### src/design/sfla_pkg.sv
// shared types and constants of the slab free list allocator
`default_nettype none

package sfla_pkg;

  localparam int ADDR_W       = 32;
  localparam int STATUS_W     = 3;
  localparam int FREE_COUNT_W = 11;
  localparam int OUT_DATA_W   = 48;

  localparam logic [ADDR_W-1:0] POOL_BASE_RESET = 32'd65536;

  localparam logic OP_ALLOC = 1'b0;
  localparam logic OP_FREE  = 1'b1;

  typedef enum logic [STATUS_W-1:0] {
    ST_OK          = 3'd0,
    ST_NULL        = 3'd1,
    ST_TOO_MANY    = 3'd2,
    ST_NOT_IN_POOL = 3'd3,
    ST_DOUBLE      = 3'd4,
    ST_OOM         = 3'd5
  } status_t;

  // status of the reciprocal-multiply divide unit
  typedef struct packed {
    logic done;
    logic exact;
  } div_stat_t;

endpackage

`default_nettype wire

### src/design/sfla_div.sv
// divide by a fixed divisor through a reciprocal multiply; done rises after the multiply and check states
`default_nettype none

module sfla_div #(
  parameter int QUOT_W  = 10,
  parameter int NUM_W   = 19,
  parameter int DIVISOR = 512
) (
  input  wire logic                clk,
  input  wire logic                rst,
  input  wire logic                start,
  input  wire logic [31:0]         dividend,
  output logic      [QUOT_W-1:0]   quot,
  output sfla_pkg::div_stat_t      stat
);

  // floor(x * RECIP / 2^SHIFT) equals floor(x / DIVISOR) for every x below 2^NUM_W
  localparam int SH_L   = (DIVISOR > 1) ? $clog2(DIVISOR) : 0;
  localparam int SHIFT  = NUM_W + SH_L;
  localparam int REC_W  = NUM_W + 2;
  localparam int PROD_W = NUM_W + REC_W;
  localparam longint unsigned REC_VAL =
    ((64'd1 << SHIFT) + 64'(DIVISOR) - 64'd1) / 64'(DIVISOR);
  localparam logic [REC_W-1:0] RECIP = REC_W'(REC_VAL);

  typedef enum logic [1:0] {
    D_IDLE, D_MUL, D_CHECK
  } div_state_t;

  div_state_t        phase;
  logic [NUM_W-1:0]  num;
  logic [PROD_W-1:0] prod;
  logic [NUM_W-1:0]  back;
  logic              done;
  logic              exact;

  assign prod = PROD_W'(num) * PROD_W'(RECIP);
  assign back = NUM_W'(quot) * NUM_W'(DIVISOR);

  always_ff @(posedge clk) begin
    if (rst) begin
      phase <= D_IDLE;
      done  <= 1'b0;
    end else begin
      done <= 1'b0;
      case (phase)
        D_IDLE: begin
          if (start) begin
            num   <= dividend[NUM_W-1:0];
            phase <= D_MUL;
          end
        end
        D_MUL: begin
          quot  <= QUOT_W'(prod >> SHIFT);
          phase <= D_CHECK;
        end
        D_CHECK: begin
          // a whole number of slabs leaves no remainder
          exact <= (back == num);
          done  <= 1'b1;
          phase <= D_IDLE;
        end
        default: begin
          phase <= D_IDLE;
        end
      endcase
    end
  end

  assign stat.done  = done;
  assign stat.exact = exact;

endmodule

`default_nettype wire

### config.mk
export PLATFORM = sky130hd
export DESIGN_NAME = sfla_div
export DESIGN_NICKNAME = d
export VERILOG_FILES = /design/src/design/sfla_pkg.sv /design/src/design/sfla_div.sv
export SDC_FILE = /design/constraint.sdc
export NUM_CORES = 1
export LEC_CHECK = 0
export ABC_CLOCK_PERIOD_IN_PS = 4000
export BUFFER_PORTS_ARGS = -buffer_cell sky130_fd_sc_hd__buf_2
export CORE_MARGIN = 2
export CORE_UTILIZATION = 30
export DETAILED_ROUTE_END_ITERATION = 10
export PLACE_DENSITY_LB_ADDON = 0.05
export SYNTH_ARGS = -nofsm -noshare
export SYNTH_HDL_FRONTEND = slang
export SYNTH_SLANG_ARGS = --single-unit
### constraint.sdc
create_clock -name clk -period 4 [get_ports clk]
set_clock_uncertainty 0.15 [all_clocks]
set_input_delay 0.8 -clock clk [delete_from_list [all_inputs] [get_ports clk]]
set_output_delay 0.8 -clock clk [all_outputs]
set_load 0.01 [all_outputs]
==> out/results.ini, run 1 <==
[worst_setup_path]
r2r-start = phase[0]
crit_type = in2reg
cp-startpoint = rst
cp-endpoint = num[5]
worstSetupEndpointType = register
cp_max_fo = 12
rr_worst_depth = 2
regToRegEndpoint = num[5]
cp.required_ps = 3820
reg2reg_slack_ps = 2000
start_kind = primary input
arrival_ps = 2060

[final_layout]
final_util_pct = 40.06
drive_gt1_share_pct = 41.18
layout_commonest_cell = buf_2
nNetsFinal = 136
diodes = 0
final_cell_mix = 33 x buf_2, 30 x edfxtp_1, 5 x clkbuf_8, 4 x nor3b_1, 4 x xnor2_1
area_delta_synth_final_pct = 26.72

[floorplan]
io_pins = 47
die_y_um = 66.35
die_w_um = 66.35
dieArea_mm2 = 0.004402
initial_utilization_pct = 31.61
core.rowCount = 22
core_area_mm2 = 0.003689

[clocking]
insertion_delay_ps = 270
post_cts_resized = 0
post-cts-setup-buffer-count = 0
cts_sinks = 33
htreeDepth = 2
cts_hold_buf = 0
cts_buffers = 5
clk_pin_slew_worst_paths_ps = 60
cts_buffer_depth = 2
tritoncts = built
root_buffer = clkbuf_8

[synth]
synth.largest_area_cell = edfxtp_1
ys_seq_elements = 33
syn_area_per_cell_um2 = 19.12
ys_warn_count = 0
ys_top_cells_by_area = edfxtp_1 77%, dfxtp_1 5.2%, xnor2_1 3.0%, nor3b_1 2.6%, xor2_1 2.3%
syn-num-nets = 96
synth_seq_area_share_pct = 82.40
syn_area_mm2 = 0.001166
ys_types = 17
synth_cells = 61
synth_top_cell_area_share_pct = 77.25

[placed_design]
pre_cts_slack_ps = 1426
port_buffers = 33
gp_congestion = 0.6449

[timing]
setup_ws_ps = 1760
fmax_mhz = 446.5
final.setup.tns_ps = 0
drv_slew = 0
timing.final.hold_violations = 0
timing.slew.headroom_pct = 37.00
hold-worst-slack_ps = 309.3
setup_viol = 0
worstMarginPinSlew_ps = 942.5
rsz0062_at_grt = no
finalCriticalPeriod_ps = 2240
finalCritPeriodShare_pct = 56.00

[global_routing]
grt_max_degree = 13
grt_pass1_wl_um = 2773
antenna_found_initial = 0
grt-ovfl-total = 0
grt_pass1_vias = 634
grt_use_total_pct = 9.153

[pwr]
intPower_uw = 529.8
p_switching_uw = 126.3
powerDensity_mw_per_mm2 = 444.0
swShare_pct = 19.25
p_leak_nw = 0.5414
vdd_ir_drop_max_mv = 0.2409
pwr-share-comb_pct = 4.6
clkPwrFrac_pct = 34.8
p_seq_share_pct = 60.6

[run_status]
status = complete, no violations

[job]
maxCapViolCount = 0

[drt]
vias = 639
drt_wl_total_um = 1759
postRouteAntennaNets = 0
post_drt_wl_per_cell_um = 11.73
drtPass1Iterations = 4
viasPerCell = 4.260
drc = 0
drt_iter0_drc = 17

[min_path]
hold_class = reg2reg
hold_start = num[10]

[flip-flops by register name (all words and copies together), names as in the netlist]
name,cells
phase,2
quot,10
done,1
exact,1
num,19
[cell type report]
cell class	count	area [um^2]
inverters	3	11.26
well taps	48	60.06
flip-flops and latches	33	960.9
fillers	361	2211
clock buffers	8	80.08
multi-input cells	23	185.2
repair buffers	35	180.2
[per-stage QoR]
| stage | cell area, um^2 | std cells | power [mW] |
|---|---|---|---|
| after floorplan | 1166 | 61 | 0.4173 |
| after global placement | 1398 | 142 | 0.4350 |
| after detailed placement | 1398 | 142 | 0.4359 |
| after CTS | 1478 | 150 | 0.6679 |
| after global routing | 1478 | 150 | 0.6877 |
| final | 1478 | 150 | 0.6561 |
[cells in the mapped netlist]
cell      count
xnor2_1       4
nor2_1        2
o21ai_0       1
inv_1         3
buf_4         2
edfxtp_1     30
dfxtp_1       3
or4_1         1
nor4_1        1
and4_1        1
nor3b_1       4
xor2_1        3
nand4_1       1
nor4_2        1
nor4b_1       2
o22ai_1       1
a222oi_1      1
[how the worst min path moves through the flow]
stage | endpoint | slack [ps] | cells past startpoint
after CTS | quot[0] | 310 | 0
after floorplan | quot[0] | 280 | 0
final | quot[1] | 310 | 0
after global routing | quot[0] | 330 | 0
after detailed placement | quot[0] | 290 | 0
after global placement | quot[1] | 290 | 0
[cells by family (layout without fill, tap and decap cells)]
kind of cell    count (synthesis)  count (layout)  share of synthesized area [%]
buf+inv                         5              46                          2.253
compound gates                  3               3                          1.824
xor+xnor                        7               7                          5.258
flops                          33              33                          82.40
simple gates                   13              13                          8.263
[metal layers]
metal | part of all wire, % | vias to the layer above | wire, um | GRT usage (%)
met2 | 49 | 23 | 863 | 14.25
met4 | 1.9 | 0 | 34 | 5.357
li1 | - | 312 | - | -
met3 | 7.2 | 4 | 127 | 5.111
met1 | 42 | 300 | 734 | 9.639
met5 | 0 | - | 0 | 0
[power groups by stage]
stage	clock (mW)	combinational, mW	sequential (mW)
after global placement	0	0.0303	0.405
after floorplan	0	0.0120	0.405
after global routing	0.255	0.0332	0.399
after CTS	0.239	0.0309	0.398
after detailed placement	0	0.0307	0.405
final	0.228	0.0299	0.398
[worst max-delay path, stage by stage]
cell and delay [ps]:
buf_2 130, nor4b_2 780, buf_4 340
(Power assumes the default switching activity.)
==> run 2: changes to the inputs <==
--- a/config.mk
+++ b/config.mk
@@ -5,7 +5,7 @@
 export SDC_FILE = /design/constraint.sdc
 export NUM_CORES = 1
 export LEC_CHECK = 0
-export ABC_CLOCK_PERIOD_IN_PS = 4000
+export ABC_CLOCK_PERIOD_IN_PS = 1990
 export BUFFER_PORTS_ARGS = -buffer_cell sky130_fd_sc_hd__buf_2
 export CORE_MARGIN = 2
 export CORE_UTILIZATION = 30
==> constraint.sdc (replaced) <==
create_clock -name clk -period 1.99 [get_ports clk]
set_clock_uncertainty 0.15 [all_clocks]
set_input_delay 0.398 -clock clk [delete_from_list [all_inputs] [get_ports clk]]
set_output_delay 0.398 -clock clk [all_outputs]
set_load 0.01 [all_outputs]
==> out/results.ini, run 2 (synthesis gave the netlist of run 1 again) <==
[pwr]
vdd_ir_drop_max_mv = 0.4048  ; +68%
p_total_mw = 1.337  ; +100%
powerDensity_mw_per_mm2 = 891.3  ; +100%
p_leak_nw = 0.5559  ; +2.7%

[worst_setup_path]
crit_buf_inv = 0  ; -2
start_kind = register
worst-path-stages = 3  ; unchanged
cp_max_fo = 1  ; -11
cp-startpoint = num[2]
cp.required_ps = 1980  ; -1840 ps
r2r-start = num[2]
arrival_ps = 1520  ; -540 ps
worstSetupEndpointType = register
rr_worst_depth = 3  ; +1
path_delay_family = simple AND/OR/NAND/NOR gates
crit_chain = or4_1, nor4_2, and4_1
crit_type = reg2reg
cp_slowest_cell = or4_1
cpPeakStageDelay_ps = 550  ; -230 ps

[timing]
setup_viol = 0  ; unchanged
drv_slew = 0  ; unchanged
finalCriticalPeriod_ps = 1530
rsz0062_at_grt = no
timing.final.hold_violations = 0  ; unchanged
timing.slew.headroom_pct = 79.04  ; +42 points
fmax_mhz = 653.6
worstMarginPinSlew_ps = 311.5  ; -630.9 ps
finalCritPeriodShare_pct = 76.88
final.setup.tns_ps = 0  ; unchanged
setup_ws_ps = 460.0  ; -1300 ps
hold-worst-slack_ps = 141.1  ; -168.1 ps

[floorplan]
die_y_um = 66.35  ; unchanged
initial_utilization_pct = 31.61  ; unchanged
core.rowCount = 22  ; unchanged
dieArea_mm2 = 0.004402  ; unchanged
die_w_um = 66.35  ; unchanged
io_pins = 47  ; unchanged
core_area_mm2 = 0.003689  ; unchanged

[clocking]
cts_sinks = 33  ; unchanged
post-cts-setup-buffer-count = 0  ; unchanged
cts_buffers = 5  ; unchanged
root_buffer = clkbuf_8
cts_buffer_depth = 2  ; unchanged
cts_hold_buf = 0  ; unchanged
insertion_delay_ps = 280  ; about the same
htreeDepth = 2  ; unchanged
clk_pin_slew_worst_paths_ps = 70  ; about the same
tritoncts = built
post_cts_resized = 0  ; unchanged

[job]
maxCapViolCount = 0  ; unchanged

[drt]
post_drt_wl_per_cell_um = 12.05  ; +2.7%
drt_iter0_drc = 16  ; -1
drtPass1Iterations = 4  ; unchanged
vias = 641  ; +0.31%
viasPerCell = 4.245  ; -0.35%
drc = 0  ; unchanged
postRouteAntennaNets = 0  ; unchanged
drt_wl_total_um = 1819  ; +3.4%

[final_layout]
final_cell_mix = 33 x buf_2, 30 x edfxtp_1, 5 x clkbuf_8, 4 x nor3b_1, 4 x xnor2_1
largest_reg_flops = 19  ; unchanged
multi_input_area_um2 = 193.9  ; +4.7%
layout_commonest_cell = buf_2
fill_cells = 348  ; -3.6%
regMostFlops = num
area_delta_synth_final_pct = 28.65
nNetsFinal = 137  ; +0.74%
reg_top3 = num: 19 flops, quot: 10 flops, phase: 2 flops
drive_gt1_share_pct = 44.66  ; +3.5 points
final_util_pct = 40.67  ; +0.61 points
diodes = 0  ; unchanged
regArea_um2 = 960.9  ; unchanged

[placed_design]
pre_cts_slack_ps = 443.3  ; -983.0 ps
gp_congestion = 0.6556  ; +1.7%
port_buffers = 33  ; unchanged
dp.final_hpwl_um = 1302

[run_status]
status = complete, no violations

[global_routing]
grt_pass1_wl_um = 2760  ; -0.47%
grt_use_total_pct = 9.562  ; +0.41 points
grt_pass1_vias = 605  ; -4.6%
grt-ovfl-total = 0  ; unchanged
grt_max_degree = 13  ; unchanged
antenna_found_initial = 0  ; unchanged

[min_path]
hold_start = dividend[15]
hold-path-cell-count = 1  ; +1
hold_class = in2reg

run 2: changes by cell type in the layout (fill, tap and decap cells not counted), sizes merged:
cell / previous run / this run
clkinv: 0 / 2
clkinvlp: 0 / 1
buf: 35 / 36
clkbuf: 8 / 5
run 2: worst register-to-register path, delay by kind of cell, from the launching register on:
family,cells,cell delay [ps]
AND/OR/NAND/NOR,3,900
flip-flops,1,350
run 2: path summary, 6_finish.rpt:
path              slack [ps]  endpoint
setup / recovery         460     exact
hold / removal           140   num[15]
setup reg to reg         460     exact
hold reg to reg          310   quot[0]
run 2: layout make-up:
cell class	count	area share (%)
sequential	33	64.05
multi-input combinational	23	12.93
timing repair buffer	36	12.51
clock buffer	5	4.587
tap	48	4.003
clock inverter	3	1.168
inverter	3	0.7506
run 2: through the flow:
step,instances,area [um^2]
6_report,151,1500
5_1_grt,151,1500
4_1_cts,151,1500
3_5_place_dp,143,1414
3_3_place_gp,143,1414
2_1_floorplan,61,1181
run 2: routing by layer:
metal / track usage (%) / share of wire [%] / wire (um) / up-vias
met1: 10.22 / 43 / 780 / 299
met5: 0 / 0 / 0 / -
li1: - / - / - / 316
met2: 13.75 / 47 / 855 / 24
met3: 6.814 / 8.9 / 162 / 2
met4: 5.357 / 1.2 / 21 / 0
run 2: power breakdown:
group          internal [mW]  total, mW  switching [mW]
registers              0.785      0.800          0.0142
clock network          0.241      0.474           0.233
logic                 0.0338     0.0636          0.0298
